==> src/rtl/b2a_pkg.sv <==
// ----------------------------------------------------------------------------
// b2a_pkg
// Shared types, constants and helpers for the binary-to-ASCII formatter.
// ----------------------------------------------------------------------------
package b2a_pkg;

  localparam int VALUE_W    = 32;
  localparam int DIG_W      = 4;
  localparam int BCD_DIGITS = 10;
  localparam int BCD_W      = BCD_DIGITS * DIG_W;
  localparam int HEX_DIGITS = 8;
  localparam int CNT_W      = 4;   // holds a digit count up to BCD_DIGITS
  localparam int STEP_W     = 5;   // indexes the VALUE_W conversion steps

  localparam logic [1:0] OP_UDEC = 2'd0;
  localparam logic [1:0] OP_SDEC = 2'd1;
  localparam logic [1:0] OP_HEX  = 2'd2;

  localparam logic [7:0] ASCII_ZERO  = 8'h30;
  localparam logic [7:0] ASCII_ALPHA = 8'h37;  // 'A' - 10
  localparam logic [7:0] ASCII_MINUS = 8'h2D;

  typedef struct packed {
    logic [1:0]         op;
    logic [VALUE_W-1:0] value;
  } in_item_t;

  typedef struct packed {
    logic [7:0] char_code;
    logic       last;
  } out_item_t;

  // Digit run handed to the character emitter
  typedef struct packed {
    logic [BCD_W-1:0] digits;  // most significant digit in the top nibble
    logic [CNT_W-1:0] ndig;    // digits in the run, 1..BCD_DIGITS
    logic             neg;     // emit a minus sign first
    logic             skip;    // drop leading zero digits, keep at least one
  } run_t;

  typedef enum logic [1:0] {
    ST_IDLE,
    ST_CONV,
    ST_EMIT
  } fmt_state_t;

  // Map one digit (0..15) to its upper-case ASCII code
  function automatic logic [7:0] digit_to_ascii(input logic [DIG_W-1:0] d);
    logic [7:0] ext;
    ext = {{(8-DIG_W){1'b0}}, d};
    return (d > 4'd9) ? (ext + ASCII_ALPHA) : (ext + ASCII_ZERO);
  endfunction

endpackage

==> src/rtl/b2a_dabble.sv <==
// ----------------------------------------------------------------------------
// b2a_dabble
// Bit-serial binary to BCD converter: shift-and-add-3, one bit per cycle.
// ----------------------------------------------------------------------------
module b2a_dabble import b2a_pkg::*; (
  input  logic               clk,
  input  logic               rst_n,
  input  logic               start,
  input  logic [VALUE_W-1:0] value,
  output logic               done,
  output logic [BCD_W-1:0]   bcd
);

  logic [VALUE_W-1:0] bin_r, bin_nxt;
  logic [BCD_W-1:0]   bcd_r, bcd_nxt;
  logic [STEP_W-1:0]  step_r, step_nxt;
  logic               busy_r, busy_nxt;
  logic               done_r, done_nxt;
  logic [BCD_W-1:0]   adj;

  // Correct every BCD digit that would overflow on the next doubling
  always_comb begin
    for (int i = 0; i < BCD_DIGITS; i++) begin
      if (bcd_r[i*DIG_W +: DIG_W] >= 4'd5) begin
        adj[i*DIG_W +: DIG_W] = bcd_r[i*DIG_W +: DIG_W] + 4'd3;
      end else begin
        adj[i*DIG_W +: DIG_W] = bcd_r[i*DIG_W +: DIG_W];
      end
    end
  end

  // Load on start, then shift one binary bit into the BCD register per cycle
  always_comb begin
    bin_nxt  = bin_r;
    bcd_nxt  = bcd_r;
    step_nxt = step_r;
    busy_nxt = busy_r;
    done_nxt = 1'b0;
    if (start) begin
      bin_nxt  = value;
      bcd_nxt  = '0;
      step_nxt = '0;
      busy_nxt = 1'b1;
    end else if (busy_r) begin
      {bcd_nxt, bin_nxt} = {adj[BCD_W-2:0], bin_r, 1'b0};
      step_nxt = step_r + 1'b1;
      if (step_r == STEP_W'(VALUE_W - 1)) begin
        busy_nxt = 1'b0;
        done_nxt = 1'b1;
      end
    end
  end

  always_ff @(posedge clk) begin
    if (!rst_n) begin
      busy_r <= 1'b0;
      done_r <= 1'b0;
    end else begin
      busy_r <= busy_nxt;
      done_r <= done_nxt;
    end
    bin_r  <= bin_nxt;
    bcd_r  <= bcd_nxt;
    step_r <= step_nxt;
  end

  assign done = done_r;
  assign bcd  = bcd_r;

endmodule

==> src/rtl/b2a_emit.sv <==
// ----------------------------------------------------------------------------
// b2a_emit
// Character emitter: shifts a digit run out as ASCII, one nibble per cycle unless the output stalls.
// ----------------------------------------------------------------------------
module b2a_emit import b2a_pkg::*; (
  input  logic      clk,
  input  logic      rst_n,
  input  logic      load,
  input  run_t      run,
  output logic      busy,
  output logic      out_valid,
  input  logic      out_stall,
  output out_item_t out_data
);

  logic [BCD_W-1:0] dig_r, dig_nxt;
  logic [CNT_W-1:0] cnt_r, cnt_nxt;
  logic             neg_r, neg_nxt;
  logic             skip_r, skip_nxt;
  logic             busy_r, busy_nxt;
  logic             oval_r, oval_nxt;
  out_item_t        odat_r, odat_nxt;
  logic             can_put;
  logic [DIG_W-1:0] top_dig;

  assign can_put = !oval_r || !out_stall;
  assign top_dig = dig_r[BCD_W-1 -: DIG_W];

  // Drop leading zeros, then sign, then digits into the output register
  always_comb begin
    dig_nxt  = dig_r;
    cnt_nxt  = cnt_r;
    neg_nxt  = neg_r;
    skip_nxt = skip_r;
    busy_nxt = busy_r;
    odat_nxt = odat_r;
    oval_nxt = oval_r && out_stall;
    if (load) begin
      dig_nxt  = run.digits;
      cnt_nxt  = run.ndig;
      neg_nxt  = run.neg;
      skip_nxt = run.skip;
      busy_nxt = 1'b1;
    end else if (busy_r) begin
      priority if (skip_r) begin
        if (top_dig == '0 && cnt_r > CNT_W'(1)) begin
          dig_nxt = {dig_r[BCD_W-DIG_W-1:0], {DIG_W{1'b0}}};
          cnt_nxt = cnt_r - 1'b1;
        end else begin
          skip_nxt = 1'b0;
        end
      end else if (can_put && neg_r) begin
        neg_nxt            = 1'b0;
        oval_nxt           = 1'b1;
        odat_nxt.char_code = ASCII_MINUS;
        odat_nxt.last      = 1'b0;
      end else if (can_put) begin
        oval_nxt           = 1'b1;
        odat_nxt.char_code = digit_to_ascii(top_dig);
        odat_nxt.last      = (cnt_r == CNT_W'(1));
        dig_nxt            = {dig_r[BCD_W-DIG_W-1:0], {DIG_W{1'b0}}};
        cnt_nxt            = cnt_r - 1'b1;
        if (cnt_r == CNT_W'(1)) begin
          busy_nxt = 1'b0;
        end
      end
    end
  end

  always_ff @(posedge clk) begin
    if (!rst_n) begin
      busy_r <= 1'b0;
      oval_r <= 1'b0;
    end else begin
      busy_r <= busy_nxt;
      oval_r <= oval_nxt;
    end
    dig_r  <= dig_nxt;
    cnt_r  <= cnt_nxt;
    neg_r  <= neg_nxt;
    skip_r <= skip_nxt;
    odat_r <= odat_nxt;
  end

  assign busy      = busy_r;
  assign out_valid = oval_r;
  assign out_data  = odat_r;

endmodule

==> src/rtl/binary_to_ascii_number_formatter_unit.sv <==
// Timing: decimal numbers first pass through the 32-step bit-serial BCD
//   conversion and drop leading zeros; hex numbers skip both steps.
// Flow: a new number is accepted only after the last character of the previous
//   one has entered the output register; output stalls hold the character port.
// Reset: synchronous active-low rst_n clears all control state; no stored data.
// ----------------------------------------------------------------------------
// binary_to_ascii_number_formatter_unit
// Formats a 32-bit value as unsigned decimal, signed decimal or 8-digit hex,
// one ASCII character per output transaction, last character marked.
// ----------------------------------------------------------------------------
module binary_to_ascii_number_formatter_unit import b2a_pkg::*; (
  input  logic      clk,
  input  logic      rst_n,
  input  logic      in_valid,
  output logic      in_stall,
  input  in_item_t  in_data,
  output logic      out_valid,
  input  logic      out_stall,
  output out_item_t out_data
);

  fmt_state_t         state_r, state_nxt;
  logic               neg_r, neg_nxt;
  logic               in_acc;
  logic               is_hex;
  logic               is_neg;
  logic [VALUE_W-1:0] mag;
  logic               dab_start;
  logic               dab_done;
  logic [BCD_W-1:0]   dab_bcd;
  logic               emit_load;
  logic               emit_busy;
  run_t               run;

  assign in_acc = in_valid && !in_stall;
  assign is_hex = in_data.op[1];
  assign is_neg = (in_data.op == OP_SDEC) && in_data.value[VALUE_W-1];
  assign mag    = is_neg ? (~in_data.value + 1'b1) : in_data.value;

  // Next state
  always_comb begin
    state_nxt = state_r;
    unique case (state_r)
      ST_IDLE: begin
        if (in_acc) begin
          state_nxt = is_hex ? ST_EMIT : ST_CONV;
        end
      end
      ST_CONV: begin
        if (dab_done) begin
          state_nxt = ST_EMIT;
        end
      end
      ST_EMIT: begin
        if (!emit_busy) begin
          state_nxt = ST_IDLE;
        end
      end
      default: state_nxt = ST_IDLE;
    endcase
  end

  // Outputs: start conversion or hand a digit run to the emitter
  always_comb begin
    in_stall  = 1'b1;
    dab_start = 1'b0;
    emit_load = 1'b0;
    neg_nxt   = neg_r;
    run       = '{digits: dab_bcd, ndig: CNT_W'(BCD_DIGITS), neg: neg_r, skip: 1'b1};
    unique case (state_r)
      ST_IDLE: begin
        in_stall = 1'b0;
        if (in_acc) begin
          neg_nxt = is_neg;
          if (is_hex) begin
            emit_load = 1'b1;
            run = '{digits: {in_data.value, {(BCD_W-VALUE_W){1'b0}}},
                    ndig: CNT_W'(HEX_DIGITS), neg: 1'b0, skip: 1'b0};
          end else begin
            dab_start = 1'b1;
          end
        end
      end
      ST_CONV: begin
        emit_load = dab_done;
      end
      ST_EMIT: begin
      end
      default: begin
      end
    endcase
  end

  always_ff @(posedge clk) begin
    if (!rst_n) begin
      state_r <= ST_IDLE;
    end else begin
      state_r <= state_nxt;
    end
    neg_r <= neg_nxt;
  end

  b2a_dabble u_dabble (
    .clk   (clk),
    .rst_n (rst_n),
    .start (dab_start),
    .value (mag),
    .done  (dab_done),
    .bcd   (dab_bcd)
  );

  b2a_emit u_emit (
    .clk       (clk),
    .rst_n     (rst_n),
    .load      (emit_load),
    .run       (run),
    .busy      (emit_busy),
    .out_valid (out_valid),
    .out_stall (out_stall),
    .out_data  (out_data)
  );

endmodule

==> config.mk <==
export PLATFORM = sky130hd
export DESIGN_NAME = binary_to_ascii_number_formatter_unit
export DESIGN_NICKNAME = d
export VERILOG_FILES = /design/src/rtl/b2a_pkg.sv /design/src/rtl/b2a_dabble.sv /design/src/rtl/b2a_emit.sv /design/src/rtl/binary_to_ascii_number_formatter_unit.sv
export SDC_FILE = /design/constraint.sdc
export NUM_CORES = 1
export LEC_CHECK = 0
export ABC_AREA = 1
export BUFFER_PORTS_ARGS = -buffer_cell sky130_fd_sc_hd__buf_2
export CAP_MARGIN = 20
export CORE_ASPECT_RATIO = 1.4
export CORE_MARGIN = 2
export CORE_UTILIZATION = 53
export CTS_BUF_LIST = sky130_fd_sc_hd__clkbuf_8
export DETAILED_ROUTE_END_ITERATION = 8
export PLACE_DENSITY_LB_ADDON = 0.2
export SKIP_CTS_REPAIR_TIMING = 1
export SLEW_MARGIN = 10
export SYNTH_ARGS = -nofsm -noshare
export SYNTH_HDL_FRONTEND = slang
export SYNTH_HIERARCHICAL = 1
export SYNTH_SLANG_ARGS = --single-unit
==> constraint.sdc <==
create_clock -name clk -period 3.4 [get_ports clk]
set_clock_uncertainty 0.15 [all_clocks]
set_input_delay 0.34 -clock clk [delete_from_list [all_inputs] [get_ports clk]]
set_output_delay 0.34 -clock clk [all_outputs]
set_load 0.02 [all_outputs]
Word level (Yosys, flattened, before mapping):

Cells that the tools add are included.

* equal/unequal tests: 11
* muxes and demuxes: 65
* magnitude comparators: 12
* reductions and logical operators: 21
* $add $sub $neg: 15
* bitwise operators: 5

Operators with widths (count)
* two-way mux 40 bit: 6
* two-way mux 46 bit: 3
* two-way mux 32 bit: 3
* two-way mux 4 bit: 15
* greater-or-equal comparator 4 x 3 -> 1 bit (second input constant): 10
* adder 4 x 2 -> 4 bit (second input constant): 9
* adder 32 x 1 -> 32 bit (second input constant): 1
* inverter 32 bit: 1
* two-way mux 1 bit: 29
* adder 4 x 6 -> 7 bit (second input constant): 2
* two-way mux 9 bit: 1
* two-way mux 2 bit: 4
* two-way mux 8 bit: 1
* AND reduction 4 bit: 2
* nonzero test 2 bit: 4
* != test 2 bit (second input constant): 3
* one-hot mux 2 bit (3 select lines): 1
* AND reduction 3 bit: 2
* adder 5 x 1 -> 5 bit (second input constant): 1
* == test 5 bit (second input constant): 1
* logical AND 1 bit: 5
* == test 2 x 1 -> 1 bit (second input constant): 2
* == test 4 x 1 -> 1 bit (second input constant): 1
* greater-than comparator 4 x 1 -> 1 bit (second input constant): 1
* 17 further kinds: 21

* output and inout port bits: 11
* register bits: 139
* bits of input ports: 38

Logic depth before layout (Yosys ltp):

Gate-level depths: netlist of run 1.

* word-level depth: 7
* gate-level depth with buffers: 12
* depth with buffers taken out: 11

By module:

Netlist of run 1, hierarchy kept.

Modules (own cells, without submodules)
* b2a_dabble: cells an instance 527, times used 1, seq. area each 1901.8 um^2, area each 3930.0 um^2
* b2a_emit: cells an instance 261, times used 1, seq. area each 1661.6 um^2, area each 2576.2 um^2
* binary_to_ascii_number_formatter_unit: cells an instance 355, times used 1, seq. area each 70.1 um^2, area each 1652.8 um^2

Worst setup path after synthesis of run 1:

No wires, ideal clock.

* path kind: flip-flop to flip-flop
* start point: reg state_r[1]
* end point: reg u_emit.cnt_r[0], enable pin
* library setup time: 0.417 ns
* arrival: 2.355 ns
* slack: 0.478 ns
* stages on the path, launching flop included: 12
* required time: 2.833 ns
* buffers on the path: 2
* path through: dfxtp_1 -> inv_1 -> nand3_1 -> inv_1 -> nand2_2 -> nand2_1 -> buf_4 -> inv_4 -> buf_6 -> nand3_2 -> nand2_1 -> a21oi_2

* cells in the longest elaborated chain, start to end: 6
* elaborated cells on any way between the ends: 10
* classes of those cells: eq/ne (3); mux (2); reduce/logical (5)

RTL lines
* start: declaration: RTL line binary_to_ascii_number_formatter_unit.sv:22 `fmt_state_t state_r, state_nxt;`
* start signal: assignment: RTL line binary_to_ascii_number_formatter_unit.sv:98 `state_r <= state_nxt;`
* logical NOT 2 bit: RTL line binary_to_ascii_number_formatter_unit.sv:70 `unique case (state_r)`
* logical AND 1 bit: RTL line binary_to_ascii_number_formatter_unit.sv:35 `assign in_acc = in_valid && !in_stall;`
* two-way mux 1 bit: RTL line binary_to_ascii_number_formatter_unit.sv:73 `if (in_acc) begin`
* one-hot mux 1 bit (2 select lines) (*): RTL line binary_to_ascii_number_formatter_unit.sv:70
* net emit_load: RTL line binary_to_ascii_number_formatter_unit.sv:31 `logic emit_load;`
* != test 3 bit (no source line) (tied with other cells)
* AND reduction 4 bit (no source line) (*)
* end signal: assignment: RTL line b2a_emit.sv:79 `cnt_r <= cnt_nxt;`
* end: declaration: RTL line b2a_emit.sv:17 `logic [CNT_W-1:0] cnt_r, cnt_nxt;`

The timed path passes the listed nets; every way through them passes the cells marked *.
A chain may end at the register's enable or synchronous reset.

Final worst setup path of run 1:

* start point: reg state_r[1]
* end point: reg u_emit.dig_r[20], enable pin

* cells in the longest elaborated chain, start to end: 6
* elaborated cells on any way between the ends: 10
* classes of those cells: eq/ne (3); mux (2); reduce/logical (5)

RTL lines
* logical NOT 2 bit: RTL line binary_to_ascii_number_formatter_unit.sv:70
* logical AND 1 bit: RTL line binary_to_ascii_number_formatter_unit.sv:35
* two-way mux 1 bit: RTL line binary_to_ascii_number_formatter_unit.sv:73
* one-hot mux 1 bit (2 select lines) (*): RTL line binary_to_ascii_number_formatter_unit.sv:70
* net emit_load: RTL line binary_to_ascii_number_formatter_unit.sv:31
* != test 3 bit (no source line) (tied with other cells)
* AND reduction 4 bit (no source line) (*)
* end signal: assignment: RTL line b2a_emit.sv:78 `dig_r <= dig_nxt;`
* end: declaration: RTL line b2a_emit.sv:16 `logic [BCD_W-1:0] dig_r, dig_nxt;`

Marks and branches as above.

==> results of run 1 <==
[logic make-up after synthesis]
group | share of synthesized area
simple gates | 0.363
compound gates | 0.0512
fa+ha+maj | 0.0414
xor+xnor | 0.0161
flops | 0.445
other cells | 0.00138
buf+inv | 0.0811
[critical path, delay by kind of cell (launching register included)]
kind                   cells  cell delay, ps
buffers and inverters      4             920
AND/OR/NAND/NOR            5             730
flip-flops                 1             330
AO/OA/AOI/OAI              1             180
[cells in the final DEF (no fill, tap or decap), types with 19 or more instances in the layout]
cell and instances:
dfxtp_1 51, o21ai_0 47, nand3_1 93, nor2_1 71, edfxtp_1 87, nand2_1 538, ha_1 27, inv_1 108
clkbuf_8 19, buf_2 47
[sequential cells by signal, indices dropped and copies added, names as in the netlist]
| signal | flops |
|---|---|
| u_emit/out_data | 8 |
| u_dabble/step_r | 5 |
| neg_r | 1 |
| u_emit/dig_r | 40 |
| u_dabble/bin_r | 32 |
| u_emit/cnt_r | 4 |
| state_r | 2 |
| u_dabble/busy_r | 1 |
| u_emit/busy | 1 |
| u_emit/out_valid | 1 |
| u_dabble/bcd | 40 |
| u_emit/neg_r | 1 |
| u_emit/skip_r | 1 |
| u_dabble/done | 1 |
[synthesized netlist by cell type, drive strengths merged]
library cell / n / area [sq um]
nand4: 1 / 6.26
xor2: 14 / 123
o21a: 1 / 7.51
inv: 115 / 434
dfxtp: 51 / 1020
a21oi: 8 / 43.8
o31ai: 1 / 7.51
nor3: 5 / 25.0
conb: 3 / 11.3
xnor2: 1 / 8.76
nor2: 83 / 367
nand2: 546 / 2070
buf: 31 / 199
a21o: 1 / 7.51
nand3: 96 / 495
ha: 27 / 338
o21ai: 62 / 329
a22o: 1 / 8.76
a21boi: 1 / 7.51
clkbuf: 6 / 25.0
clkinv: 1 / 3.75
edfxtp: 87 / 2610
a31oi: 1 / 6.26
[power by group through the flow]
| stage | Combinational [mW] | Clock, mW | Sequential, mW |
|---|---|---|---|
| 4_1_cts | 0.533 | 1.30 | 1.97 |
| 5_1_grt | 0.604 | 1.37 | 1.98 |
| 6_report | 0.533 | 1.28 | 1.97 |
| 3_3_place_gp | 0.524 | 0 | 2.00 |
| 2_1_floorplan | 0.373 | 0 | 2.00 |
| 3_5_place_dp | 0.531 | 0 | 2.01 |
[layout make-up]
class / instances / area [sq um] / area share
Sequential cell: 138 / 3630 / 0.409
Timing Repair Buffer: 57 / 310 / 0.0349
Inverter: 116 / 438 / 0.0493
Clock inverter: 13 / 113 / 0.0127
Tap cell: 192 / 240 / 0.0271
Multi-Input combinational cell: 853 / 3880 / 0.437
Clock buffer: 19 / 262 / 0.0295
[final timing paths]
| path | end | slack [ps] | start |
|---|---|---|---|
| setup / recovery | u_emit/dig_r[20] | 680 | state_r[1] |
| hold / removal | u_dabble/busy_r | 50 | rst_n |
| setup reg to reg | u_emit/dig_r[20] | 680 | state_r[1] |
| hold reg to reg | u_dabble/bcd[0] | 330 | u_dabble/bin_r[31] |
[routing by layer]
layer | vias up | share of wire | track usage
met5 | - | 0 | 0
li1 | 3682 | - | -
met4 | 0 | 0.031 | 0.105
met2 | 202 | 0.48 | 0.413
met3 | 46 | 0.055 | 0.0344
met1 | 3178 | 0.43 | 0.338
[stage by stage]
stage               setup WS (ps)   util
global placement              667  0.565
detailed placement            638  0.565
floorplan                     478      -
global route                  346  0.590
finish                        679  0.590
CTS                           656  0.590
==> run metrics, run 1 <==
status=finished, final reports clean; CTS tree=built; clk sinks=138; ANT nets after route=0; sequential share of power=0.520; launching element type of the critical path=flop; Clock Tree Buf Depth=2; Worst slew margin=0.516; placed cell area=8500 sq um; Core Region=15100 sq um; FP Rows=53; antenna cells=0; Avg Cell Area, Syn=7.14 sq um; largest net degree at the start of global routing=64; post-DP HPWL=14700 microns; CP endpoint kind=flop; fin. max-slew vios=0; clock insertion delay at the later pin of the skew report=440 ps; Ports=49; total congestion overflow=0; CP Class=reg -> reg; Die W=109 microns; Initial Util=0.542; Max stage delay on crit path=470 ps; Vias=7108; fraction of layout cells with a size suffix above 1=0.105; Area Overhead vs Synth=8.82%; NumNets Final=1248; GRT Util Overall=0.253; Int Power=2.70 mW; switching power=1.08 mW; RD Place Congestion=0.956; Tmin final=2720 ps; Vias/cell=5.12; drt pass-1 iters=5; CP cell instances=inv_1 -> nand3_1 -> inv_1 -> nand2_2 -> nand2_2 -> inv_4 -> nand2_1 -> nand2_1 -> a21oi_4 -> buf_4; # setup viols final=0; initial antenna violation count=0; total CTS buffers=17; Cell Pwr Density=426 nW/um^2; DRC=0; root buf cell=clkbuf_8; number of I/O port buffers=47; number of synthesized register bits=138; RSZ-0062 raised after global routing=false; Max Cap Violations=0; Logic pwr share=0.141; cell count after synthesis=1143; Die Area=16400 sq um; Slew @ Worst Pin=726 ps; Starting DRT DRC Count=473; hold depth=3; vias in the first global route=6642; VDD IR max=248 uV; Final Cycle Share=0.800; first-pass GRT wire length=32300 microns; max frequency=0.368 GHz; DRT Wirelength=19900 microns; sequential element share of the synthesized area=0.445; unique cell type count in the Yosys netlist=36; Die Ht=151 microns; Final Hold Viols=0; Overall Power=3.78 mW; Sw Share=0.286; wire length per cell=14.3 microns; Synthesis Warnings=6; Clock Power Share=0.339; Hold Worst Slack=49.8 ps; Hold WC Path Type=in -> reg; Slowest cell on crit path=buf_4; Finished Cell Area=8880 sq um; Reg clk slew, reported paths=90 ps; CP Max Fanout=42; fill count=1454; Static Leak=4.28 nW; H-tree levels=4; FF-to-FF path depth=10; CP arrival=2640 ps; setup TNS=0 ps; Mapped Area=8160 sq um; WP data required=3320 ps; final cell count without fillers=1388; placed insts=1356
Power figures use the tool's default switching activity.
==> run 2: changes to the inputs <==
==> constraint.sdc (replaced) <==
create_clock -name clk -period 2.52 [get_ports clk]
set_clock_uncertainty 0.15 [all_clocks]
set_input_delay 0.252 -clock clk [delete_from_list [all_inputs] [get_ports clk]]
set_output_delay 0.252 -clock clk [all_outputs]
set_load 0.02 [all_outputs]
==> run metrics, run 2 (synthesis gave the netlist of run 1 again) <==
Vias=7155 (+0.66%); Die Ht=151 microns (unchanged); Reg clk slew, reported paths=80 ps (about the same); Slowest cell on crit path=buf_4; most common cell after layout, fill and taps aside=nand2_1; Vias/cell=5.12 (about the same); Area Overhead vs Synth=10.7%; Slew @ Worst Pin=532 ps (-193 ps); CP arrival=2160 ps (-480 ps); Cell Pwr Density=587 nW/um^2 (+38%); total congestion overflow=0 (unchanged); clk sinks=138 (unchanged); total CTS buffers=17 (unchanged); H-tree levels=4 (unchanged); Core Region=15100 sq um (unchanged); NumNets Final=1257 (+0.72%); fin. max-slew vios=0 (unchanged); clock insertion delay at the later pin of the skew report=450 ps (about the same); initial antenna violation count=0 (unchanged); CTS tree=built; GRT Util Overall=0.249 (-0.00431); RD Place Congestion=1.02 (+6.6%); status=finished, final reports clean; Worst slew margin=0.645 (+0.129); Max stage delay on crit path=460 ps (about the same); antenna cells=0 (unchanged); Initial Util=0.542 (unchanged); most used cell along the critical path=nand2_1; root buf cell=clkbuf_8; sequential cell area=3630 sq um (unchanged); DRT Wirelength=20000 microns (+0.27%); largest net degree at the start of global routing=64 (unchanged); CP Class=reg -> reg; final cell count without fillers=1397 (+0.65%); DRC=0 (unchanged); Max Cap Violations=0 (unchanged); RSZ-0062 raised after global routing=false; ANT nets after route=0 (unchanged); max frequency=0.474 GHz (+29%); first-pass GRT wire length=31200 microns (-3.4%); post-DP HPWL=14800 microns (+0.32%); area occupied by multi-input gates=3880 sq um (unchanged); Final Cycle Share=0.836 (+0.0360); Clock Tree Buf Depth=2 (unchanged); WP data required=2570 ps (-750 ps); most frequent cells in the layout=nand2_1, inv_1, nand3_1, edfxtp_1, nor2_1; # setup viols final=0 (unchanged); wire length per cell=14.3 microns (-0.38%); Starting DRT DRC Count=566 (+20%); fraction of layout cells with a size suffix above 1=0.109 (+0.00420); Hold WC Path Type=in -> reg; fill count=1362 (-6.3%); family with the most delay on the worst path=buffers and inverters; Static Leak=4.35 nW (+1.7%); Ports=49 (unchanged); Buf/Inv on CP=4 (unchanged); number of I/O port buffers=47 (unchanged); drt pass-1 iters=7 (+2); Tmin final=2110 ps (-613 ps); Die Area=16400 sq um (unchanged); Die W=109 microns (unchanged); Final Hold Viols=0 (unchanged); placed insts=1362 (+0.44%); setup TNS=0 ps (unchanged); FP Rows=53 (unchanged); launching element type of the critical path=flop; CP endpoint kind=flop; CP cell instances=inv_1 -> nand3_1 -> inv_1 -> nand2_2 -> buf_4 -> inv_2 -> nand2_1 -> nand2_1 -> nand2_1 -> nand2_1; CP Max Fanout=63 (+50%); VDD IR max=314 uV (+27%); vias in the first global route=6360 (-4.2%)
-- run 2: cell types whose count changed in the layout (fill, tap and decap cells not counted), sizes merged --
| cell | delta |
|---|---|
| buf | +6 |
| clkinv | +4 |
| inv | -4 |
| dlygate4sd3 | +3 |
| bufinv | +2 |
| clkbuf | -2 |
-- run 2: cell type report --
type,count,area share
Multi-Input combinational cell,853,0.430
Sequential cell,138,0.402
Inverter,116,0.0485
Timing Repair Buffer,66,0.0482
Tap cell,192,0.0266
Clock buffer,17,0.0259
Clock inverter,15,0.0191
-- run 2: where the power goes --
part,internal (mW),leakage (nW),switching [mW]
clock,0.980,0.212,0.914
sequential,2.59,1.23,0.0628
combinational,0.234,2.90,0.518
total,3.81,4.35,1.49
-- run 2: metrics by stage --
step                area (sq um)  setup WS, ps  utilization  hold WS (ps)  power (mW)
CTS                         9010           422        0.598         -70.2        5.33
floorplan                   8170          45.0            -           214        3.20
global route                9040           207        0.600           111        5.53
global placement            8600           485        0.571           306        3.44
finish                      9040           412        0.600          67.9        5.30
detailed placement          8600           429        0.571           317        3.45
-- run 2: final timing paths --
kind                            depth (start not counted)                  to              from  slack (ps)
worst max-delay path                                   10    u_emit/dig_r[22]        state_r[1]         410
worst min-delay path                                    5  u_dabble/bin_r[30]       in_data[30]          70
worst max register to register                         10    u_emit/dig_r[22]        state_r[1]         410
worst min register to register                          2    u_dabble/bcd[21]  u_dabble/bcd[21]         330
-- run 2: layer usage --
metal / GRT usage / up-vias / routed length, microns
met4: 0.0923 / 0 / 485
met3: 0.0422 / 37 / 1120
met2: 0.420 / 233 / 9770
met1: 0.319 / 3200 / 8580
met5: 0 / - / 0
li1: - / 3685 / -
-- run 2: tightest hold or removal path: cells and delay by family --
family	cells	cell delay, ps
and+or+nand+nor	4	220
buffers and inverters	1	90
